**src/rtl/cwsl_pkg.sv**
```systemverilog
// Package of the clocked word-serial link: transaction types, register codes
// and widths shared by the front, queue, back and top-level modules.
// Depends on nothing.
package cwsl_pkg;

  localparam int WORD_BITS = 16;
  localparam int BIT_CNT_W = $clog2(WORD_BITS + 1);
  localparam int TAIL_W = 6;
  localparam int APB_ADDR_W = 3;
  localparam int APB_DATA_W = 32;
  localparam int QUEUE_DEPTH = 2;
  localparam int QUEUE_PTR_W = $clog2(QUEUE_DEPTH);
  localparam int QUEUE_CNT_W = $clog2(QUEUE_DEPTH + 1);

  localparam logic [TAIL_W-1:0] TAIL_RESET = 6'd30;
  localparam logic RELEASE_RESET = 1'b1;

  // Register select taken from byte address bit 2.
  localparam logic REG_TAIL = 1'b0;
  localparam logic REG_RELEASE = 1'b1;

  typedef struct packed {
    logic        link_clock;
    logic        slave_ready;
    logic        tx_valid;
    logic [15:0] tx_word;
    logic        tx_is_command;
    logic        tx_last;
    logic        transfer_strobe;
    logic        valid_word_strobe;
    logic        word_kind_pin;
    logic [15:0] parallel_data;
  } in_item_t;

  typedef struct packed {
    logic        enable_line;
    logic        select_line;
    logic        serial_out;
    logic        output_enable;
    logic        tx_taken;
    logic        frame_done;
    logic        rx_valid;
    logic        rx_kind;
    logic [15:0] rx_data;
  } out_item_t;

  // One classified tick as it waits between the front and the back.
  typedef struct packed {
    logic        link_clock;
    logic        slave_ready;
    logic        tx_valid;
    logic [15:0] tx_word;
    logic        tx_is_command;
    logic        tx_last;
    logic        strobe_rise;
    logic        word_fall;
    logic        word_kind_pin;
    logic [15:0] parallel_data;
  } tick_t;

  typedef struct packed {
    logic [TAIL_W-1:0] tail_clock_periods;
    logic              release_output_enable;
  } cfg_t;

  typedef enum logic [3:0] {
    PH_IDLE,
    PH_START_HI,
    PH_START_LO,
    PH_READY,
    PH_BIT_LO,
    PH_BIT_HI,
    PH_GAP_LO,
    PH_GAP_HI,
    PH_NEXT,
    PH_TAIL_LO,
    PH_TAIL_HI
  } tx_phase_e;

endpackage

```
**src/rtl/cwsl_front.sv**
```systemverilog
// Front part of the link: accepts sampled-pin transactions and classifies the
// receive strobe edges. Depends on cwsl_pkg.
module cwsl_front import cwsl_pkg::*; (
  input  logic     clk_i,
  input  logic     rst_ni,
  input  logic     in_valid_i,
  input  in_item_t in_item_i,
  output logic     in_stall_o,
  input  logic     queue_full_i,
  output logic     push_o,
  output tick_t    tick_o
);

  logic prev_td_q, prev_td_d;
  logic prev_vw_q, prev_vw_d;

  assign in_stall_o = queue_full_i;
  assign push_o = in_valid_i && !queue_full_i;

  always_comb begin
    prev_td_d = prev_td_q;
    prev_vw_d = prev_vw_q;
    if (push_o) begin
      prev_td_d = in_item_i.transfer_strobe;
      prev_vw_d = in_item_i.valid_word_strobe;
    end
  end

  always_comb begin
    tick_o.link_clock    = in_item_i.link_clock;
    tick_o.slave_ready   = in_item_i.slave_ready;
    tick_o.tx_valid      = in_item_i.tx_valid;
    tick_o.tx_word       = in_item_i.tx_word;
    tick_o.tx_is_command = in_item_i.tx_is_command;
    tick_o.tx_last       = in_item_i.tx_last;
    tick_o.strobe_rise   = !prev_td_q && in_item_i.transfer_strobe;
    tick_o.word_fall     = prev_vw_q && !in_item_i.valid_word_strobe;
    tick_o.word_kind_pin = in_item_i.word_kind_pin;
    tick_o.parallel_data = in_item_i.parallel_data;
  end

  always_ff @(posedge clk_i or negedge rst_ni) begin
    if (!rst_ni) begin
      prev_td_q <= 1'b0;
      prev_vw_q <= 1'b0;
    end else begin
      prev_td_q <= prev_td_d;
      prev_vw_q <= prev_vw_d;
    end
  end

endmodule

```
**src/rtl/cwsl_queue.sv**
```systemverilog
// Short queue of classified transactions between the front and the back.
// Depends on cwsl_pkg.
module cwsl_queue import cwsl_pkg::*; (
  input  logic  clk_i,
  input  logic  rst_ni,
  input  logic  push_i,
  input  tick_t push_data_i,
  output logic  full_o,
  input  logic  pop_i,
  output logic  not_empty_o,
  output tick_t pop_data_o
);

  tick_t mem_q [QUEUE_DEPTH];
  logic [QUEUE_PTR_W-1:0] wr_ptr_q, wr_ptr_d;
  logic [QUEUE_PTR_W-1:0] rd_ptr_q, rd_ptr_d;
  logic [QUEUE_CNT_W-1:0] count_q, count_d;

  assign full_o = (count_q == QUEUE_CNT_W'(QUEUE_DEPTH));
  assign not_empty_o = (count_q != '0);
  assign pop_data_o = mem_q[rd_ptr_q];

  always_comb begin
    wr_ptr_d = wr_ptr_q;
    rd_ptr_d = rd_ptr_q;
    count_d = count_q;
    if (push_i) begin
      wr_ptr_d = (wr_ptr_q == QUEUE_PTR_W'(QUEUE_DEPTH - 1)) ? '0 : wr_ptr_q + 1'b1;
    end
    if (pop_i) begin
      rd_ptr_d = (rd_ptr_q == QUEUE_PTR_W'(QUEUE_DEPTH - 1)) ? '0 : rd_ptr_q + 1'b1;
    end
    if (push_i && !pop_i) begin
      count_d = count_q + 1'b1;
    end else if (pop_i && !push_i) begin
      count_d = count_q - 1'b1;
    end
  end

  always_ff @(posedge clk_i) begin
    if (push_i) begin
      mem_q[wr_ptr_q] <= push_data_i;
    end
  end

  always_ff @(posedge clk_i or negedge rst_ni) begin
    if (!rst_ni) begin
      wr_ptr_q <= '0;
      rd_ptr_q <= '0;
      count_q <= '0;
    end else begin
      wr_ptr_q <= wr_ptr_d;
      rd_ptr_q <= rd_ptr_d;
      count_q <= count_d;
    end
  end

endmodule

```
**src/rtl/cwsl_back.sv**
```systemverilog
// Back part of the link: runs the transmit sequencer and the receive capture
// for each queued transaction and holds the result register. Depends on cwsl_pkg.
module cwsl_back import cwsl_pkg::*; (
  input  logic      clk_i,
  input  logic      rst_ni,
  input  cfg_t      cfg_i,
  input  logic      tick_valid_i,
  input  tick_t     tick_i,
  output logic      pop_o,
  output logic      out_valid_o,
  input  logic      out_stall_i,
  output out_item_t out_item_o
);

  tx_phase_e phase_q, phase_d;
  logic [BIT_CNT_W-1:0] bit_cnt_q, bit_cnt_d, bit_cnt_inc;
  logic [WORD_BITS-1:0] shift_q, shift_d;
  logic [TAIL_W-1:0] tail_cnt_q, tail_cnt_d, tail_cnt_inc;
  logic last_q, last_d;
  logic cmd_q, cmd_d;
  logic en_q, en_d;
  logic sel_q, sel_d;
  logic sdo_q, sdo_d;
  logic oi_q, oi_d;
  logic armed_q, armed_d;
  logic kind_q, kind_d;
  logic out_valid_q, out_valid_d;
  out_item_t out_q, out_d;
  logic taken, done, word_done, tail_done;

  assign pop_o = tick_valid_i && (!out_valid_q || !out_stall_i);
  assign bit_cnt_inc = bit_cnt_q + 1'b1;
  assign tail_cnt_inc = tail_cnt_q + 1'b1;
  assign word_done = (bit_cnt_inc >= BIT_CNT_W'(WORD_BITS));
  assign tail_done = (tail_cnt_inc >= cfg_i.tail_clock_periods);

  always_comb begin
    phase_d = phase_q;
    case (phase_q)
      PH_IDLE: begin
        if (tick_i.tx_valid) phase_d = PH_START_HI;
      end
      PH_START_HI: begin
        if (tick_i.link_clock) phase_d = PH_START_LO;
      end
      PH_START_LO: begin
        if (!tick_i.link_clock) phase_d = PH_READY;
      end
      PH_READY: begin
        if (tick_i.slave_ready) phase_d = PH_BIT_LO;
      end
      PH_BIT_LO: begin
        if (!tick_i.link_clock) phase_d = PH_BIT_HI;
      end
      PH_BIT_HI: begin
        if (tick_i.link_clock) phase_d = word_done ? PH_GAP_LO : PH_BIT_LO;
      end
      PH_GAP_LO: begin
        if (!tick_i.link_clock) phase_d = PH_GAP_HI;
      end
      PH_GAP_HI: begin
        if (tick_i.link_clock) begin
          if (!last_q) begin
            phase_d = PH_NEXT;
          end else if (cfg_i.tail_clock_periods == '0) begin
            phase_d = PH_IDLE;
          end else begin
            phase_d = PH_TAIL_LO;
          end
        end
      end
      PH_NEXT: begin
        if (tick_i.tx_valid) phase_d = PH_READY;
      end
      PH_TAIL_LO: begin
        if (!tick_i.link_clock) phase_d = PH_TAIL_HI;
      end
      PH_TAIL_HI: begin
        if (tick_i.link_clock) phase_d = tail_done ? PH_IDLE : PH_TAIL_LO;
      end
      default: begin
        phase_d = PH_IDLE;
      end
    endcase
  end

  always_comb begin
    bit_cnt_d = bit_cnt_q;
    shift_d = shift_q;
    tail_cnt_d = tail_cnt_q;
    last_d = last_q;
    cmd_d = cmd_q;
    en_d = en_q;
    sel_d = sel_q;
    sdo_d = sdo_q;
    oi_d = oi_q;
    taken = 1'b0;
    done = 1'b0;
    case (phase_q)
      PH_IDLE: begin
        if (tick_i.tx_valid) begin
          shift_d = WORD_BITS'(tick_i.tx_word);
          cmd_d = tick_i.tx_is_command;
          last_d = tick_i.tx_last;
          taken = 1'b1;
          oi_d = 1'b1;
        end
      end
      PH_START_HI: begin
        if (tick_i.link_clock) en_d = 1'b1;
      end
      PH_START_LO: begin
        if (!tick_i.link_clock) sel_d = cmd_q;
      end
      PH_READY: begin
        if (tick_i.slave_ready) bit_cnt_d = '0;
      end
      PH_BIT_LO: begin
        if (!tick_i.link_clock) sdo_d = shift_q[WORD_BITS-1];
      end
      PH_BIT_HI: begin
        if (tick_i.link_clock) begin
          bit_cnt_d = bit_cnt_inc;
          shift_d = {shift_q[WORD_BITS-2:0], 1'b0};
        end
      end
      PH_GAP_HI: begin
        if (tick_i.link_clock && last_q) begin
          en_d = 1'b0;
          tail_cnt_d = '0;
          if (cfg_i.tail_clock_periods == '0) begin
            done = 1'b1;
            if (cfg_i.release_output_enable) oi_d = 1'b0;
          end
        end
      end
      PH_NEXT: begin
        if (tick_i.tx_valid) begin
          shift_d = WORD_BITS'(tick_i.tx_word);
          cmd_d = tick_i.tx_is_command;
          last_d = tick_i.tx_last;
          taken = 1'b1;
          sel_d = tick_i.tx_is_command;
        end
      end
      PH_TAIL_HI: begin
        if (tick_i.link_clock) begin
          tail_cnt_d = tail_cnt_inc;
          if (tail_done) begin
            done = 1'b1;
            if (cfg_i.release_output_enable) oi_d = 1'b0;
          end
        end
      end
      default: begin
      end
    endcase
  end

  always_comb begin
    armed_d = armed_q;
    kind_d = kind_q;
    out_d.rx_valid = 1'b0;
    out_d.rx_kind = 1'b0;
    out_d.rx_data = '0;
    if (tick_i.word_fall && armed_q) begin
      out_d.rx_valid = 1'b1;
      out_d.rx_kind = kind_q;
      out_d.rx_data = tick_i.parallel_data;
      armed_d = 1'b0;
    end
    if (tick_i.strobe_rise && (phase_q == PH_IDLE)) begin
      kind_d = tick_i.word_kind_pin;
      armed_d = 1'b1;
    end
    out_d.enable_line = en_d;
    out_d.select_line = sel_d;
    out_d.serial_out = sdo_d;
    out_d.output_enable = oi_d;
    out_d.tx_taken = taken;
    out_d.frame_done = done;
  end

  always_comb begin
    out_valid_d = out_valid_q;
    if (pop_o) begin
      out_valid_d = 1'b1;
    end else if (!out_stall_i) begin
      out_valid_d = 1'b0;
    end
  end

  assign out_valid_o = out_valid_q;
  assign out_item_o = out_q;

  always_ff @(posedge clk_i) begin
    if (pop_o) begin
      out_q <= out_d;
    end
  end

  always_ff @(posedge clk_i or negedge rst_ni) begin
    if (!rst_ni) begin
      phase_q <= PH_IDLE;
      bit_cnt_q <= '0;
      shift_q <= '0;
      tail_cnt_q <= '0;
      last_q <= 1'b0;
      cmd_q <= 1'b0;
      en_q <= 1'b0;
      sel_q <= 1'b0;
      sdo_q <= 1'b0;
      oi_q <= 1'b0;
      armed_q <= 1'b0;
      kind_q <= 1'b0;
      out_valid_q <= 1'b0;
    end else begin
      out_valid_q <= out_valid_d;
      if (pop_o) begin
        phase_q <= phase_d;
        bit_cnt_q <= bit_cnt_d;
        shift_q <= shift_d;
        tail_cnt_q <= tail_cnt_d;
        last_q <= last_d;
        cmd_q <= cmd_d;
        en_q <= en_d;
        sel_q <= sel_d;
        sdo_q <= sdo_d;
        oi_q <= oi_d;
        armed_q <= armed_d;
        kind_q <= kind_d;
      end
    end
  end

endmodule

```
**src/rtl/clocked_word_serial_link.sv**
```systemverilog
// Clocked word-serial link: one transaction carries one cycle's sampled pins
// and an offered transmit word, and returns one result with the pin drives.
// The block takes one transaction per cycle while in_stall_o is low; a result
// is presented once its transaction has passed the two-entry queue between
// the edge-classifying front and the transmit/receive back, and then the
// result register at the back. While a result is stalled the queue takes
// transactions until its two entries are full, and then in_stall_o rises.
// The tail length and the OI release are set over the register port.
// Depends on cwsl_pkg, cwsl_front, cwsl_queue and cwsl_back.
module clocked_word_serial_link import cwsl_pkg::*; (
  input  logic                  clk_i,
  input  logic                  rst_ni,
  input  logic                  in_valid_i,
  output logic                  in_stall_o,
  input  in_item_t              in_item_i,
  output logic                  out_valid_o,
  input  logic                  out_stall_i,
  output out_item_t             out_item_o,
  input  logic                  psel,
  input  logic                  penable,
  input  logic                  pwrite,
  input  logic [APB_ADDR_W-1:0] paddr,
  input  logic [APB_DATA_W-1:0] pwdata,
  output logic [APB_DATA_W-1:0] prdata,
  output logic                  pready
);

  cfg_t cfg_q, cfg_d;
  logic cfg_write;
  logic push, queue_full, pop, queue_not_empty;
  tick_t push_tick, pop_tick;

  assign pready = 1'b1;
  assign cfg_write = psel && penable && pwrite && pready;

  always_comb begin
    cfg_d = cfg_q;
    if (cfg_write) begin
      case (paddr[2])
        REG_TAIL: cfg_d.tail_clock_periods = pwdata[TAIL_W-1:0];
        REG_RELEASE: cfg_d.release_output_enable = pwdata[0];
        default: cfg_d = cfg_q;
      endcase
    end
  end

  always_comb begin
    case (paddr[2])
      REG_TAIL: prdata = APB_DATA_W'(cfg_q.tail_clock_periods);
      REG_RELEASE: prdata = APB_DATA_W'(cfg_q.release_output_enable);
      default: prdata = '0;
    endcase
  end

  always_ff @(posedge clk_i or negedge rst_ni) begin
    if (!rst_ni) begin
      cfg_q.tail_clock_periods <= TAIL_RESET;
      cfg_q.release_output_enable <= RELEASE_RESET;
    end else begin
      cfg_q <= cfg_d;
    end
  end

  cwsl_front u_front (
    .clk_i        (clk_i),
    .rst_ni       (rst_ni),
    .in_valid_i   (in_valid_i),
    .in_item_i    (in_item_i),
    .in_stall_o   (in_stall_o),
    .queue_full_i (queue_full),
    .push_o       (push),
    .tick_o       (push_tick)
  );

  cwsl_queue u_queue (
    .clk_i       (clk_i),
    .rst_ni      (rst_ni),
    .push_i      (push),
    .push_data_i (push_tick),
    .full_o      (queue_full),
    .pop_i       (pop),
    .not_empty_o (queue_not_empty),
    .pop_data_o  (pop_tick)
  );

  cwsl_back u_back (
    .clk_i        (clk_i),
    .rst_ni       (rst_ni),
    .cfg_i        (cfg_q),
    .tick_valid_i (queue_not_empty),
    .tick_i       (pop_tick),
    .pop_o        (pop),
    .out_valid_o  (out_valid_o),
    .out_stall_i  (out_stall_i),
    .out_item_o   (out_item_o)
  );

endmodule
```
**config.mk**
```make
export PLATFORM = sky130hd
export DESIGN_NAME = clocked_word_serial_link
export DESIGN_NICKNAME = d
export VERILOG_FILES = /design/src/rtl/cwsl_pkg.sv /design/src/rtl/cwsl_front.sv /design/src/rtl/cwsl_queue.sv /design/src/rtl/cwsl_back.sv /design/src/rtl/clocked_word_serial_link.sv
export SDC_FILE = /design/constraint.sdc
export NUM_CORES = 1
export LEC_CHECK = 0
export BUFFER_PORTS_ARGS = -buffer_cell sky130_fd_sc_hd__clkbuf_2
export CORE_ASPECT_RATIO = 0.6
export CORE_MARGIN = 3
export CORE_UTILIZATION = 30
export DETAILED_ROUTE_END_ITERATION = 8
export HOLD_SLACK_MARGIN = 0.05
export REMOVE_ABC_BUFFERS = 1
export SLEW_MARGIN = 20
export SYNTH_ARGS = -nofsm -noshare
export SYNTH_HDL_FRONTEND = slang
export SYNTH_HIERARCHICAL = 1
export SYNTH_SLANG_ARGS = --single-unit
```
**constraint.sdc**
```tcl
create_clock -name clk_i -period 3 [get_ports clk_i]
set_input_delay 0.45 -clock clk_i [delete_from_list [all_inputs] [get_ports clk_i]]
set_output_delay 0.45 -clock clk_i [all_outputs]
set_load 0.005 [all_outputs]
```
# ---- After elaboration in Yosys (flattened, before gate mapping)
# Memory sizes are Yosys's and may differ from the RTL's.
# Index checks and enable logic that the tools add are counted.
# W data, S select, Z words.
dict set report totals {
  reg_bits 77
  ramBits 80
  output_inout_bits 59
  elab_cells 159
  memories 1
}
dict set report op_classes {
  addsub 6
  order_cmp 2
  n_eq_ne 25
  muxes 58
  bitwise 1
  reduce_logical 37
}
# memory depth width rd rd_clocked_by_memory_dff wr line
set memory_table {}
lappend memory_table {u_queue.mem_q 2 40 1 0 1 cwsl_queue.sv:14} ;# tick_t mem_q [QUEUE_DEPTH];
# cell n
set ops {}
lappend ops {{$pmux W32 S2} 1}
lappend ops {{$mux W4} 14}
lappend ops {{$pmux W4 S11} 1}
lappend ops {{$mux W16} 2}
lappend ops {{$pmux W16 S2} 1}
lappend ops {{$mux W1} 25}
lappend ops {{$mux W18} 1}
lappend ops {{$eq A4 B3 Y1 const B} 4}
lappend ops {{$ne A2 B1 Y1 const B} 7}
lappend ops {{$ne A2 B2 Y1 const B} 7}
lappend ops {{$eq A4 B4 Y1 const B} 3}
lappend ops {{$mux W6} 2}
lappend ops {{$pmux W6 S2} 1}
lappend ops {{$reduce_and A12 Y1} 1}
lappend ops {{$reduce_and A4 Y1} 3}
lappend ops {{$reduce_bool A2 Y1} 6}
lappend ops {{$logic_and A1 B1 Y1} 11}
lappend ops {{$mux W5} 2}
lappend ops {{$pmux W5 S2} 1}
lappend ops {{$eq A4 B2 Y1 const B} 2}
lappend ops {{$reduce_and A2 Y1} 4}
lappend ops {{$logic_not A1 Y1} 7}
lappend ops {{$add A6 B1 Y6 const B} 1}
lappend ops {{$ge A6 B6 Y1} 1}
lappend ops {{other kinds (16)} 21}

# ---- Longest topological paths before layout
# Gate-level depths: netlist (run 1).
dict set report depth {
  depth_word 7
  mapped_depth 10
}

# ---- Cells and area by module
# The synthesis (run 1) kept the hierarchy.
# module instances cells_per_inst area_each_um2 seq_area_each_um2
set by_module_without_submodules {}
lappend by_module_without_submodules {cwsl_queue 1 141 3279.4 2502.4}
lappend by_module_without_submodules {cwsl_back 1 289 3184.3 1721.7}
lappend by_module_without_submodules {clocked_word_serial_link 1 51 555.5 181.4}
lappend by_module_without_submodules {cwsl_front 1 46 399.1 50.0}

# ---- Least setup slack after synthesis (run 1)
# OpenSTA, ideal clock, no wires.
dict set report synth_timing {
  path_type {register to register}
  startpoint {register u_queue.count_q[1]}
  endpoint {memory u_queue/mem_q[0][0] (netlist bit) (enable)}
  setup_time_ns 0.442
  arrival_time_ns 2.557
  required_ns 2.558
  slack_ns 0.001
  stages_incl_launch_ff 4
  cell_sequence {dfrtp_1 -> nor2b_1 -> nor2b_4 -> nor2b_1}
}
dict set report synth_via {
  elab_chain_len 5
}
# element line
set synth_rtl {}
lappend synth_rtl {{start, declared} cwsl_queue.sv:17} ;# logic [QUEUE_CNT_W-1:0] count_q, count_d;
lappend synth_rtl {{start signal, assigned} cwsl_queue.sv:54} ;# count_q <= count_d;
lappend synth_rtl {{$eq A2 B2 Y1} cwsl_queue.sv:19} ;# assign full_o = (count_q == QUEUE_CNT_W'(QUEUE_DEPTH));
lappend synth_rtl {{net queue_full} clocked_word_serial_link.sv:30} ;# logic push, queue_full, pop, queue_not_empty;
lappend synth_rtl {{$logic_not A1 Y1} cwsl_front.sv:18} ;# assign push_o = in_valid_i && !queue_full_i;
lappend synth_rtl {{$logic_and A1 B1 Y1} cwsl_front.sv:18}
lappend synth_rtl {{net push} clocked_word_serial_link.sv:30}
lappend synth_rtl {{$mux W1} cwsl_queue.sv:41} ;# if (push_i) begin
lappend synth_rtl {{$mux W1 (not written as such)} cwsl_queue.sv:42} ;# mem_q[wr_ptr_q] <= push_data_i;
lappend synth_rtl {{end, declared} cwsl_queue.sv:14}
# The timed path passes the listed nets, and every way through them passes these cells.

# ---- Worst setup path in the final report (run 1)
dict set report layout_timing {
  startpoint {register u_back.tail_cnt_q[0]}
  endpoint {register u_back.out_q, in the netlist u_back/out_item_o[20] (data pin)}
}
dict set report layout_via {
  elab_chain_len 5
}
# element line
set layout_rtl {}
lappend layout_rtl {{start, declared} cwsl_back.sv:18} ;# logic [TAIL_W-1:0] tail_cnt_q, tail_cnt_d, tail_cnt_inc;
lappend layout_rtl {{start signal, assigned} cwsl_back.sv:223} ;# tail_cnt_q <= tail_cnt_d;
lappend layout_rtl {{$add A6 B1 Y6} cwsl_back.sv:33} ;# assign tail_cnt_inc = tail_cnt_q + 1'b1;
lappend layout_rtl {{$ge A6 B6 Y1} cwsl_back.sv:35} ;# assign tail_done = (tail_cnt_inc >= cfg_i.tail_clock_periods);
lappend layout_rtl {{$mux W1} cwsl_back.sv:149} ;# if (tail_done) begin
lappend layout_rtl {{$mux W1} cwsl_back.sv:147} ;# if (tick_i.link_clock) begin
lappend layout_rtl {{$pmux W1 S3} cwsl_back.sv:99} ;# case (phase_q)
lappend layout_rtl {{net u_back.oi_d} cwsl_back.sv:24} ;# logic oi_q, oi_d;
lappend layout_rtl {{end signal, assigned} cwsl_back.sv:198} ;# out_q <= out_d;
lappend layout_rtl {{end, declared} cwsl_back.sv:28} ;# out_item_t out_q, out_d;
# The timed path passes the listed nets, and every way through them passes these cells.
# A chain may end at the register's enable or synchronous reset.

==> summary.txt, run 1 <==
Synthesis
  – Synth Instances: between 500 and 600
  – Synth Register Bits: roughly 160
  – Yosys warns: 6
  – Top FF cell, synth: edfxtp_1
  – Syn avg cell area: around 14 um^2
  – Number of enable flip-flop cells after synthesis: roughly 100
  – Mapped cell area: about 7400 um^2
  – Fraction of registers with async set/reset: 33.8%
  – Netlist cell types: 59
  – Register area share after synthesis: between 60% and 70%

STA
  – RSZ-0062 raised after global routing: no
  – Final hold vios: 0
  – Final setup margin: between 600 and 700 ps
  – # setup viols final: 0
  – Max Clk Rate: 423 MHz
  – Final Cycle Share: 78.8%
  – Final slew viol count: 0
  – Max transition margin: between 50% and 60%
  – Setup_tns: 0 ps
  – Worst Max-Slew Pin Slew: between 600 and 700 ps
  – Clock Skews: between 10 and 15 ps
  – Final min period: roughly 2400 ps

Global route
  – First-pass GRT wire length: 23.0 mm
  – Remaining global-route overflow: 0
  – Initial antenna violation count: 0
  – Vias in the first global route: about 4100
  – GRT Total Usage: between 10 and 15%
  – Largest net degree at the start of global routing: 41

Clock tree
  – H-tree Lvls: 4
  – Inserted Clock Buffers: 17
  – Clk sinks: around 160
  – Post-CTS setup buffers: 0
  – Clock Tree Buf Depth: 2
  – CTS tree: built
  – Clk slew on worst S/H paths: 60 ps
  – Clk Latency, worst-skew pair: around 420 ps
  – Clk Tree Root Cell: clkbuf_16

Setup path
  – Critical path, cell by cell: and3_1, nand3_1, xnor2_1, ha_1, nand4_1, o221ai_1, a21oi_1, o22a_2
  – Crit path kind: register to register
  – Terminus of the critical flop-to-flop path: u_back/out_item_o[20]
  – Startpoint types: register
  – R2r startpoint: u_back/tail_cnt_q[0]
  – Critical path startpoint: u_back/tail_cnt_q[0]
  – CP arrival: roughly 2500 ps
  – CP peak stage delay: 410 ps
  – CP max FO: 5
  – Setup crit end: u_back/out_item_o[20]
  – WP data required: about 3200 ps
  – Crit end category: register
  – Worst R2R Path Depth: 8
  – Slowest stage cell on the critical path: dfrtp_1
  – Register-to-register setup slack: between 600 and 700 ps

Layout
  – Nets: 671
  – Area growth from synthesis to layout: 12.5%
  – Filler cells: between 2000 and 2500
  – Layout cell share with drive strength beyond 1: about a third
  – Antenna Diode Count: 0

Floorplanning
  – Chip width: 209 um
  – Core area: about 24000 um^2
  – Die area: 26700 um^2
  – Top Ports: around 140
  – Die Y: 128 um
  – Row count: between 40 and 50
  – Starting Density: 31.3%

Placed design
  – Port Buf Inserts: 85
  – Place WS: a little under 700 ps
  – DP HPWL: around 9.5 mm
  – GP Congestion: roughly 0.77

Worst hold path
  – HP Class: primary input to register

Power
  – Peak supply drop: ~0.00039 V
  – Cell Pwr Density: approximately 880 nW/um^2
  – LEAKAGE: roughly 3.5 nW

Flow run
  – Max_cap viols: 0

Run status
  – Status: complete, no violations

Route
  – Avg WL per Cell: 15.5 um
  – DRT Pass-1 Iters: 5
  – Number of antenna-violating nets in the routed design: 0
  – DRT iter0 DRCs: 175
  – Vias: ~4000
  – DRC: 0
  – Detailed Route WL: between 10 and 15 mm
  – Vias per inst: 4.40
-- worst min path at each step --
stage,from,endpoint,depth (start not counted)
floorplan,rst_ni,cfg_q[1],0
global placement,rst_ni,cfg_q[6],1
detailed placement,rst_ni,cfg_q[6],1
CTS,in_item_i[15],u_queue/mem_q[0][15],1
global route,in_item_i[15],u_queue/mem_q[0][15],1
finish,in_item_i[27],u_queue/mem_q[0][27],1
-- synthesized netlist by cell type, types with 5 or more instances --
cell type,instances,area share [%]
a21oi_1,22,1.5
a32o_1,6,0.81
and2_1,5,0.42
and2b_2,5,0.59
and3_1,20,1.7
buf_2,8,0.54
buf_4,67,6.8
clkbuf_1,5,0.25
dfrtp_1,48,16
dfstp_2,5,1.8
edfxtp_1,104,42
ha_1,9,1.5
inv_1,13,0.66
mux2_2,18,2.7
mux2_4,41,8.3
mux2i_1,15,2.0
nand2_1,19,0.96
nand3_1,11,0.74
nand4_1,5,0.42
nor2_1,27,1.4
nor2b_1,8,0.67
o21ai_0,8,0.54
xor2_1,7,0.83
-- layout by cell type (no fill, tap or decap), types with 11 or more instances in the layout --
cell / count
a21oi_1: 22
and3_1: 20
clkbuf_16: 17
clkbuf_2: 85
conb_1: 27
dfrtp_1: 47
edfxtp_1: 104
inv_1: 13
mux2_2: 18
mux2_4: 41
mux2i_1: 15
nand2_1: 19
nand3_1: 11
nor2_1: 27
-- flip-flops by register name, summed over array words and instances (netlist names), 2 cells and up --
name	flops
u_back/tail_cnt_q	6
u_back/out_item_o	24
u_queue/count_q	2
u_back/shift_q	16
u_back/bit_cnt_q	5
u_queue/mem_q	80
cfg_q	7
u_back/phase_q	4
-- stage by stage --
stage / utilization (%) / hold slack (ps) / power [mW] / cell area (um^2) / std cells
after floorplan: - / 154 / 4.67 / 6840 / 465
after global placement: 32.8 / 450 / 5.30 / 7760 / 875
after detailed placement: 32.8 / 455 / 5.35 / 7760 / 875
after CTS: 35.2 / 194 / 7.46 / 8340 / 908
after global routing: 35.2 / 199 / 7.80 / 8340 / 908
final: 35.2 / 221 / 7.35 / 8340 / 908
-- per-layer routing --
| layer | vias up | global-route usage [%] | wire length (um) |
|---|---|---|---|
| li1 | 1922 | - | - |
| met1 | 1950 | 16.5 | 7300 |
| met2 | 109 | 15.7 | 5950 |
| met3 | 11 | 2.93 | 681 |
| met4 | 0 | 3.54 | 127 |
| met5 | - | 0 | 0 |
-- worst max-delay path, delay by kind of cell, from the launching register on --
family | cells | cell delay [ps]
compound gates | 3 | 800
xor+xnor | 1 | 160
fa+ha+maj | 1 | 320
flops | 1 | 410
simple gates | 3 | 440
-- cells by family after synthesis --
logic type | count (synthesis) | share of synthesized area, %
other cells | 2 | 0.101
xor+xnor | 11 | 1.30
mux | 74 | 13.1
fa+ha+maj | 9 | 1.52
simple gates | 115 | 8.87
buf+inv | 101 | 9.77
flops | 157 | 60.1
compound gates | 58 | 5.33
-- timing repair --
action,in CTS,in global routing
hold buffers,1,0
endpoints found under the hold margin,10,0
resized for setup,0,0
-- power breakdown --
part / internal (mW) / switching (mW)
Combinational: 0.944 / 1.07
Clock: 1.23 / 0.849
Sequential: 2.97 / 0.281
-- final cells by class --
| cell class | instances | area, um^2 | area share (%) |
|---|---|---|---|
| sequential | 157 | 4460 | 53.4 |
| multi-input combinational | 294 | 2350 | 28.1 |
| timing repair buffer | 96 | 523 | 6.27 |
| clock buffer | 23 | 488 | 5.85 |
| tap | 315 | 394 | 4.72 |
| clock inverter | 9 | 82.6 | 0.990 |
| inverter | 14 | 52.6 | 0.630 |
Note: power is estimated with default switching activity, not from simulation.
==> run 2: changes to the inputs <==
==> constraint.sdc (replaced) <==
create_clock -name clk_i -period 2.2 [get_ports clk_i]
set_input_delay 0.33 -clock clk_i [delete_from_list [all_inputs] [get_ports clk_i]]
set_output_delay 0.33 -clock clk_i [all_outputs]
set_load 0.005 [all_outputs]
==> run 2 against run 1 <==
  * Design area is 2.5% higher
  * Clock power is 34% higher
  * Register-to-register slack worse by 610 ps
  * Global-route usage is 0.55 points lower
  * Utilization is 0.89 points higher
  * First-iteration DRC count is 43% higher
  * Combinational power is 47% higher
  * Non-clock buffer count is 16 higher
  * Worst hold slack worse by 120 ps
  * Routed wire length is 2.6% lower
  * Critical path type unchanged
  * Largest cell class unchanged
==> summary.txt, run 2 (same netlist as run 1, synthesis figures left out) <==
Layout
  – Largest register by flop count: u_queue/mem_q (unchanged)
  – Nets: 687 (was 671)
  – Design area: 8560 um^2 (was 8340 um^2)
  – Max reg flops: 80 (unchanged)
  – Area growth from synthesis to layout: 15.3% (was 12.5%)
  – Most common cell after layout, fill and taps aside: edfxtp_1 (unchanged)
  – Antenna Diode Count: 0 (unchanged)
  – Commonest cells after routing, fill and taps aside: edfxtp_1 (104), clkbuf_2 (85), dfrtp_1 (47) (unchanged)
  – Layout cell share with drive strength beyond 1: 37.8% (was 34.9%)

Worst hold path
  – Hold Crit Depth: 1 (unchanged)
  – HP Start: in_item_i[29] (was in_item_i[27])
  – Hold Path End: u_queue/mem_q[0][29] (was u_queue/mem_q[0][27])
  – HP Class: primary input to register (unchanged)

Floorplanning
  – Top Ports: 141 (unchanged)
  – Die area: 26700 um^2 (unchanged)
  – Chip width: 209 um (unchanged)
  – Row count: 43 (unchanged)
  – Core area: 23700 um^2 (unchanged)
  – Starting Density: 31.3% (unchanged)
  – Die Y: 128 um (unchanged)

Placed design
  – Area post-placement: 7870 um^2 (was 7760 um^2)
  – GP Congestion: 0.842 (was 0.772)
  – DP HPWL: 9.58 mm (was 9.54 mm)
  – Port Buf Inserts: 85 (unchanged)

Route
  – Number of antenna-violating nets in the routed design: 0 (unchanged)
  – DRC: 0 (unchanged)
  – Vias: 4053 (was 3992)
  – Avg WL per Cell: 14.8 um (was 15.5 um)
  – Vias per inst: 4.39 (was 4.40)
  – DRT iter0 DRCs: 251 (was 175)
  – Detailed Route WL: 13.7 mm (was 14.1 mm)
  – DRT Pass-1 Iters: 4 (was 5)

Clock tree
  – H-tree Lvls: 4 (unchanged)
  – CTS tree: built (unchanged)
  – Clk Tree Root Cell: clkbuf_16 (unchanged)
  – Inserted Clock Buffers: 17 (unchanged)
  – Clk Latency, worst-skew pair: 410 ps (was 420 ps)
  – Clock Tree Buf Depth: 2 (unchanged)
  – Clk slew on worst S/H paths: 60 ps (about the same)
  – Clk sinks: 157 (unchanged)

STA
  – Clock Skews: 9.19 ps (was 11.5 ps)
  – Final hold vios: 0 (unchanged)
  – Setup_tns: 0 ps (unchanged)
  – Final min period: 2180 ps (was 2360 ps)
  – # setup viols final: 0 (unchanged)
  – Final slew viol count: 0 (unchanged)
  – Worst Max-Slew Pin Slew: 753 ps (was 615 ps)
  – Final Cycle Share: 98.9% (was 78.8%)
  – Max Clk Rate: 459 MHz (was 423 MHz)
  – Max transition margin: 49.8% (was 59.0%)
  – RSZ-0062 raised after global routing: yes (was no)

Setup path
  – Register-to-register setup slack: 20 ps (was 640 ps)
  – CP arrival: 2340 ps (was 2540 ps)
  – Critical path, cell by cell: ha_2, nand3_2, xnor2_2, ha_1, nand4_1, o221ai_4, a21oi_2, o22a_2 (was and3_1, nand3_1, xnor2_1, ha_1, nand4_1, o221ai_1, a21oi_1, o22a_2)
  – Slowest stage cell on the critical path: dfrtp_1 (unchanged)
  – Crit end category: register (unchanged)
  – Worst R2R Path Depth: 8 (unchanged)
  – CP peak stage delay: 380 ps (was 410 ps)
  – Terminus of the critical flop-to-flop path: u_back/out_item_o[20] (unchanged)
  – Startpoint types: register (unchanged)
  – Crit path kind: register to register (unchanged)
  – CP max FO: 4 (was 5)
  – R2r startpoint: u_back/tail_cnt_q[1] (was u_back/tail_cnt_q[0])
  – WP data required: 2370 ps (was 3180 ps)

Power
  – LEAKAGE: 3.54 nW (was 3.47 nW)
  – Psw: 3.01 mW (was 2.20 mW)
  – Clock Power Share: 27.4% (was 28.3%)
  – Int Pwr: 7.14 mW (was 5.14 mW)
  – Cell Pwr Density: 1190 nW/um^2 (was 880 nW/um^2)
  – Seq pwr share: 43.5% (was 44.2%)
  – Combinational fraction of design power: 29.1% (was 27.5%)
  – Peak supply drop: 0.000662 V (was 0.000390 V)
  – Sw Share: 29.7% (was 30.0%)
  – Total power: 10.2 mW (was 7.35 mW)

Global route
  – First-pass GRT wire length: 21.8 mm (was 23.0 mm)
  – Remaining global-route overflow: 0 (unchanged)
  – Largest net degree at the start of global routing: 41 (unchanged)
  – Initial antenna violation count: 1 (was 0)
  – Vias in the first global route: 3989 (was 4114)
  – GRT Total Usage: 10.5% (was 11.1%)

Flow run
  – Max_cap viols: 0 (unchanged)

Run status
  – Status: complete, no violations (unchanged)
[run 2: cell types whose count changed in the layout (fill, tap and decap cells not counted), sizes merged]
| cell | delta |
|---|---|
| clkbuf | -4 |
| inv | -3 |
| clkinv | +3 |
| buf | +16 |
| clkinvlp | +3 |
| bufinv | +1 |
[run 2: worst max-delay path by stage]
| stage | start | end | cells past startpoint |
|---|---|---|---|
| 4_1_cts | u_back/tail_cnt_q[0] | u_back/out_item_o[20] | 8 |
| 3_3_place_gp | u_back/tail_cnt_q[0] | u_back/out_item_o[20] | 8 |
| 5_1_grt | u_back/tail_cnt_q[0] | u_back/out_item_o[20] | 8 |
| 2_1_floorplan | u_queue/rd_ptr_q | u_back/shift_q[0] | 5 |
| 3_5_place_dp | u_back/tail_cnt_q[0] | u_back/out_item_o[20] | 8 |
| 6_report | u_back/tail_cnt_q[1] | u_back/out_item_o[20] | 8 |
[run 2: critical path: cells and delay by family (launching register included)]
family	cells	cell delay (ps)
AOI/OAI and AO/OA	3	610
xor gates and xnor gates	1	170
adders and majority gates	2	520
DFF	1	380
and+or+nand+nor	2	260
[run 2: metrics by stage]
stage / setup WS (ps) / std cells / utilization [%] / hold slack (ps)
finish: 23.2 / 924 / 36.1 / 103
detailed placement: -57.8 / 888 / 33.3 / 438
global placement: -17.6 / 888 / 33.3 / 447
floorplan: -991 / 465 / - / 34.4
CTS: 52.5 / 921 / 35.7 / 79.7
global route: -85.9 / 924 / 36.1 / 84.1
[run 2: what timing repair did]
item / 4_1_cts / 5_1_grt
gates cloned: 0 / 0
pin swaps: 0 / 10
gates resized for setup: 1 / 14
hold endpoints to repair: 22 / 0
setup endpoints to repair: 2 / 8
hold buffers: 1 / 0
setup buffers: 0 / 3
[run 2: power by group through the flow]
stage	combinational, mW	clock, mW	sequential [mW]
floorplan	1.81	0	4.56
finish	2.96	2.78	4.42
global placement	2.89	0	4.46
detailed placement	2.91	0	4.47
global route	3.27	3.01	4.50
CTS	2.93	2.86	4.42
[run 2: layout make-up]
class                      instances  area [um^2]
tap                              315          394
inverter                          14         52.6
multi-input combinational        294         2430
clock inverter                    13          125
timing repair buffer             112          659
sequential                       157         4460
clock buffer                      19          433
fill                            2269        15100
[run 2: metal layers]
layer	routed length [um]	up-vias	track usage [%]
met4	119	2	3.19
li1	-	1969	-
met1	7210	1969	15.8
met5	13	-	0
met3	769	13	3.30
met2	5590	100	14.4
==> run 3: changes to the inputs <==
--- a/config.mk
+++ b/config.mk
@@ -5,12 +5,14 @@
 export SDC_FILE = /design/constraint.sdc
 export NUM_CORES = 1
 export LEC_CHECK = 0
+export ABC_AREA = 1
 export BUFFER_PORTS_ARGS = -buffer_cell sky130_fd_sc_hd__clkbuf_2
 export CORE_ASPECT_RATIO = 0.6
 export CORE_MARGIN = 3
-export CORE_UTILIZATION = 30
+export CORE_UTILIZATION = 56
 export DETAILED_ROUTE_END_ITERATION = 8
 export HOLD_SLACK_MARGIN = 0.05
+export PLACE_DENSITY = 0.8
 export REMOVE_ABC_BUFFERS = 1
 export SLEW_MARGIN = 20
 export SYNTH_ARGS = -nofsm -noshare
==> run 3 against run 2 <==
  * Global-route usage increased by 8.3 points
  * Critical path depth grew 4
  * Power is 7.3% higher
  * Setup slack better by 130 ps
  * Synthesized area rose by 2.0%
  * First-iteration DRC count is 18% higher
  * Sequential share of layout area grew 0.95 points
  * Design area is 1.8% lower
  * Largest cell class unchanged
==> summary.txt, run 3 <==
Global route
  – Largest net degree at the start of global routing: 41 (unchanged)
  – Vias in the first global route: 4488 (was 3989)
  – Remaining global-route overflow: 0 (unchanged)
  – Initial antenna violation count: 0 (was 1)
  – GRT Total Usage: 18.9% (was 10.5%)
  – First-pass GRT wire length: 21.8 mm (about the same)

Route
  – Number of antenna-violating nets in the routed design: 0 (unchanged)
  – DRT iter0 DRCs: 295 (was 251)
  – Vias per inst: 5.04 (was 4.39)
  – Avg WL per Cell: 15.0 um (was 14.8 um)
  – Detailed Route WL: 13.6 mm (was 13.7 mm)
  – DRT Pass-1 Iters: 6 (was 4)
  – Vias: 4575 (was 4053)
  – DRC: 0 (unchanged)

Synthesis
  – Yosys warns: 6 (unchanged)
  – Top cell type's share of synthesized area: 41.3% (was 42.1%)
  – Fraction of registers with async set/reset: 33.8% (unchanged)
  – Top-count cell post-synth: nand2_1 (was edfxtp_1)
  – Syn avg cell area: 11.5 um^2 (was 14.1 um^2)
  – Top FF cell, synth: edfxtp_1 (unchanged)
  – Netlist cell types: 39 (was 59)
  – Register area share after synthesis: 58.9% (was 60.1%)
  – Synth area leader: edfxtp_1 (unchanged)
  – Synth top area cells: edfxtp_1 (41%), dfrtp_1 (16%), mux2_4 (7.7%) (was edfxtp_1 (42%), dfrtp_1 (16%), mux2_4 (8.3%))
  – Mapped cell area: 7560 um^2 (was 7420 um^2)
  – Number of enable flip-flop cells after synthesis: 104 (unchanged)
  – Synth Register Bits: 157 (unchanged)
  – List of most frequent post-synthesis cells: nand2_1 (123), edfxtp_1 (104), inv_1 (73), buf_4 (67), nor2_1 (59) (was edfxtp_1 (104), buf_4 (67), dfrtp_1 (48), mux2_4 (41), nor2_1 (27))
  – Synth Instances: 659 (was 527)

Placed design
  – Inst Count DP: 872 (was 888)
  – Port Buf Inserts: 85 (unchanged)
  – DP HPWL: 9.40 mm (was 9.58 mm)
  – Area post-placement: 7790 um^2 (was 7870 um^2)
  – GP Congestion: 0.874 (was 0.842)

STA
  – Final hold vios: 0 (unchanged)
  – Final min period: 2050 ps (was 2180 ps)
  – Setup_tns: 0 ps (unchanged)
  – Final Cycle Share: 93.2% (was 98.9%)
  – Final slew viol count: 0 (unchanged)
  – Clock Skews: 8.82 ps (was 9.19 ps)
  – Hold WS: 101 ps (was 103 ps)
  – Max Clk Rate: 488 MHz (was 459 MHz)
  – # setup viols final: 0 (unchanged)

Layout
  – Final core utilization: 64.6% (was 36.1%)
  – Area growth from synthesis to layout: 11.1% (was 15.3%)
  – Most common cell after layout, fill and taps aside: nand2_1 (was edfxtp_1)
  – Layout Cells excl Fill: 907 (was 924)
  – Antenna Diode Count: 0 (unchanged)
  – Layout cell share with drive strength beyond 1: 29.4% (was 37.8%)
  – Design area: 8400 um^2 (was 8560 um^2)
  – Largest register by flop count: u_queue/mem_q (unchanged)
  – Max reg flops: 80 (unchanged)
  – Nets: 815 (was 687)
  – Commonest cells after routing, fill and taps aside: nand2_1 (122), edfxtp_1 (104), clkbuf_2 (85) (was edfxtp_1 (104), clkbuf_2 (85), dfrtp_1 (47))

Clock tree
  – Clk slew on worst S/H paths: 60 ps (about the same)
  – Clk Tree Root Cell: clkbuf_16 (unchanged)
  – Clk Latency, worst-skew pair: 420 ps (was 410 ps)
  – H-tree Lvls: 4 (unchanged)
  – Clk sinks: 157 (unchanged)
  – Clock Tree Buf Depth: 2 (unchanged)
  – CTS tree: built (unchanged)
  – Inserted Clock Buffers: 17 (unchanged)

Power
  – LEAKAGE: 3.81 nW (was 3.54 nW)
  – Peak supply drop: 0.000790 V (was 0.000662 V)
  – Cell Pwr Density: 1300 nW/um^2 (was 1190 nW/um^2)

Setup path
  – Worst R2R Path Depth: 12 (was 8)
  – Startpoint types: register (unchanged)
  – Crit end category: register (unchanged)
  – R2r startpoint: u_back/tail_cnt_q[0] (was u_back/tail_cnt_q[1])
  – WP data required: 2370 ps (about the same)
  – CP arrival: 2220 ps (was 2340 ps)
  – Register-to-register setup slack: 150 ps (was 20 ps)
  – CP max FO: 5 (was 4)
  – Crit path kind: register to register (unchanged)
  – Terminus of the critical flop-to-flop path: u_back/out_item_o[20] (unchanged)

Floorplanning
  – Chip width: 156 um (was 209 um)
  – Starting Density: 58.1% (was 31.3%)
  – Die Y: 96.0 um (was 128 um)
  – Core area: 13000 um^2 (was 23700 um^2)
  – Row count: 32 (was 43)
  – Top Ports: 141 (unchanged)
  – Die area: 15000 um^2 (was 26700 um^2)

Worst hold path
  – Hold Path End: u_queue/mem_q[0][15] (was u_queue/mem_q[0][29])
  – HP Start: in_item_i[15] (was in_item_i[29])
  – Hold Crit Depth: 1 (unchanged)
  – HP Class: primary input to register (unchanged)

Flow run
  – Max_cap viols: 0 (unchanged)

Run status
  – Status: complete, no violations (unchanged)
-- run 3: cell types whose count changed after synthesis, sizes merged, moves of 5 or more --
cell,before,now
o21ai,9,21
a31oi,3,13
a21oi,23,9
nand2,19,128
and3,20,0
and2b,6,0
nor2b,9,0
nand3,11,29
mux2,59,40
mux2i,15,0
a32o,6,0
and2,5,0
inv,13,78
nor2,27,65
-- run 3: final cells by class --
cell class              count  area, um^2
multi-input cells         368        2300
clock buffers              18         429
flip-flops and latches    157        4460
well taps                 170         213
repair buffers            102         584
inverters                  78         293
fillers                   940        4610
clock inverters            14         126
-- run 3: what timing repair did --
item | in CTS | in global routing
hold endpoints to repair | 9 | 0
hold buffers | 1 | 0
setup endpoints to repair | 0 | 13
setup buffers | 0 | 2
resized for setup | 0 | 8
-- run 3: cells by family after synthesis --
| kind of cell | count (synthesis) | synth area share (%) |
|---|---|---|
| AO/OA/AOI/OAI | 54 | 5.28 |
| XOR/XNOR | 9 | 1.04 |
| adder cells (fa/ha/maj) | 9 | 1.49 |
| buffers and inverters | 159 | 12.5 |
| flip-flops | 157 | 58.9 |
| multiplexers | 40 | 7.89 |
| other | 2 | 0.0993 |
| AND/OR/NAND/NOR | 229 | 12.8 |
-- run 3: power breakdown --
group          switching [mW]  internal (mW)
clock network            1.25           1.49
logic                    2.12           1.48
registers               0.389           4.17
total                    3.76           7.13
-- run 3: how the worst max path moves through the flow --
stage | end | startpoint | cells after the start | slack (ps)
2_1_floorplan | u_back/shift_q[13] | u_queue/count_q[0] | 8 | -1480
3_5_place_dp | u_back/out_item_o[20] | u_back/tail_cnt_q[0] | 12 | 50
6_report | u_back/out_item_o[20] | u_back/tail_cnt_q[0] | 12 | 150
5_1_grt | u_back/out_item_o[20] | u_back/tail_cnt_q[0] | 12 | -40
3_3_place_gp | u_back/out_item_o[20] | u_back/tail_cnt_q[0] | 12 | 130
4_1_cts | u_back/out_item_o[20] | u_back/tail_cnt_q[0] | 12 | 30
-- run 3: critical path, cell delays in order (launching register included) --
cell and delay [ps]:
dfrtp_1 440, ha_2 220, nand3_1 100, xor2_1 200, inv_1 70, ha_1 280
nand2_2 60, nor2_1 90, nand2_1 70, nand2_1 60, nand2_1 60, nand2_1 100
a21boi_2 60
-- run 3: metal layers --
layer,part of all wire [%],global-route usage (%)
met1,46,26.1
met2,47,29.5
met3,6.2,4.85
met4,1.2,6.32
met5,0,0
-- run 3: through the flow --
stage               worst slack, ps  total power, mW
floorplan                     -1480             7.02
global placement                135             7.95
detailed placement             47.4             8.14
CTS                            29.7             10.9
global route                  -37.3             11.6
finish                          149             10.9
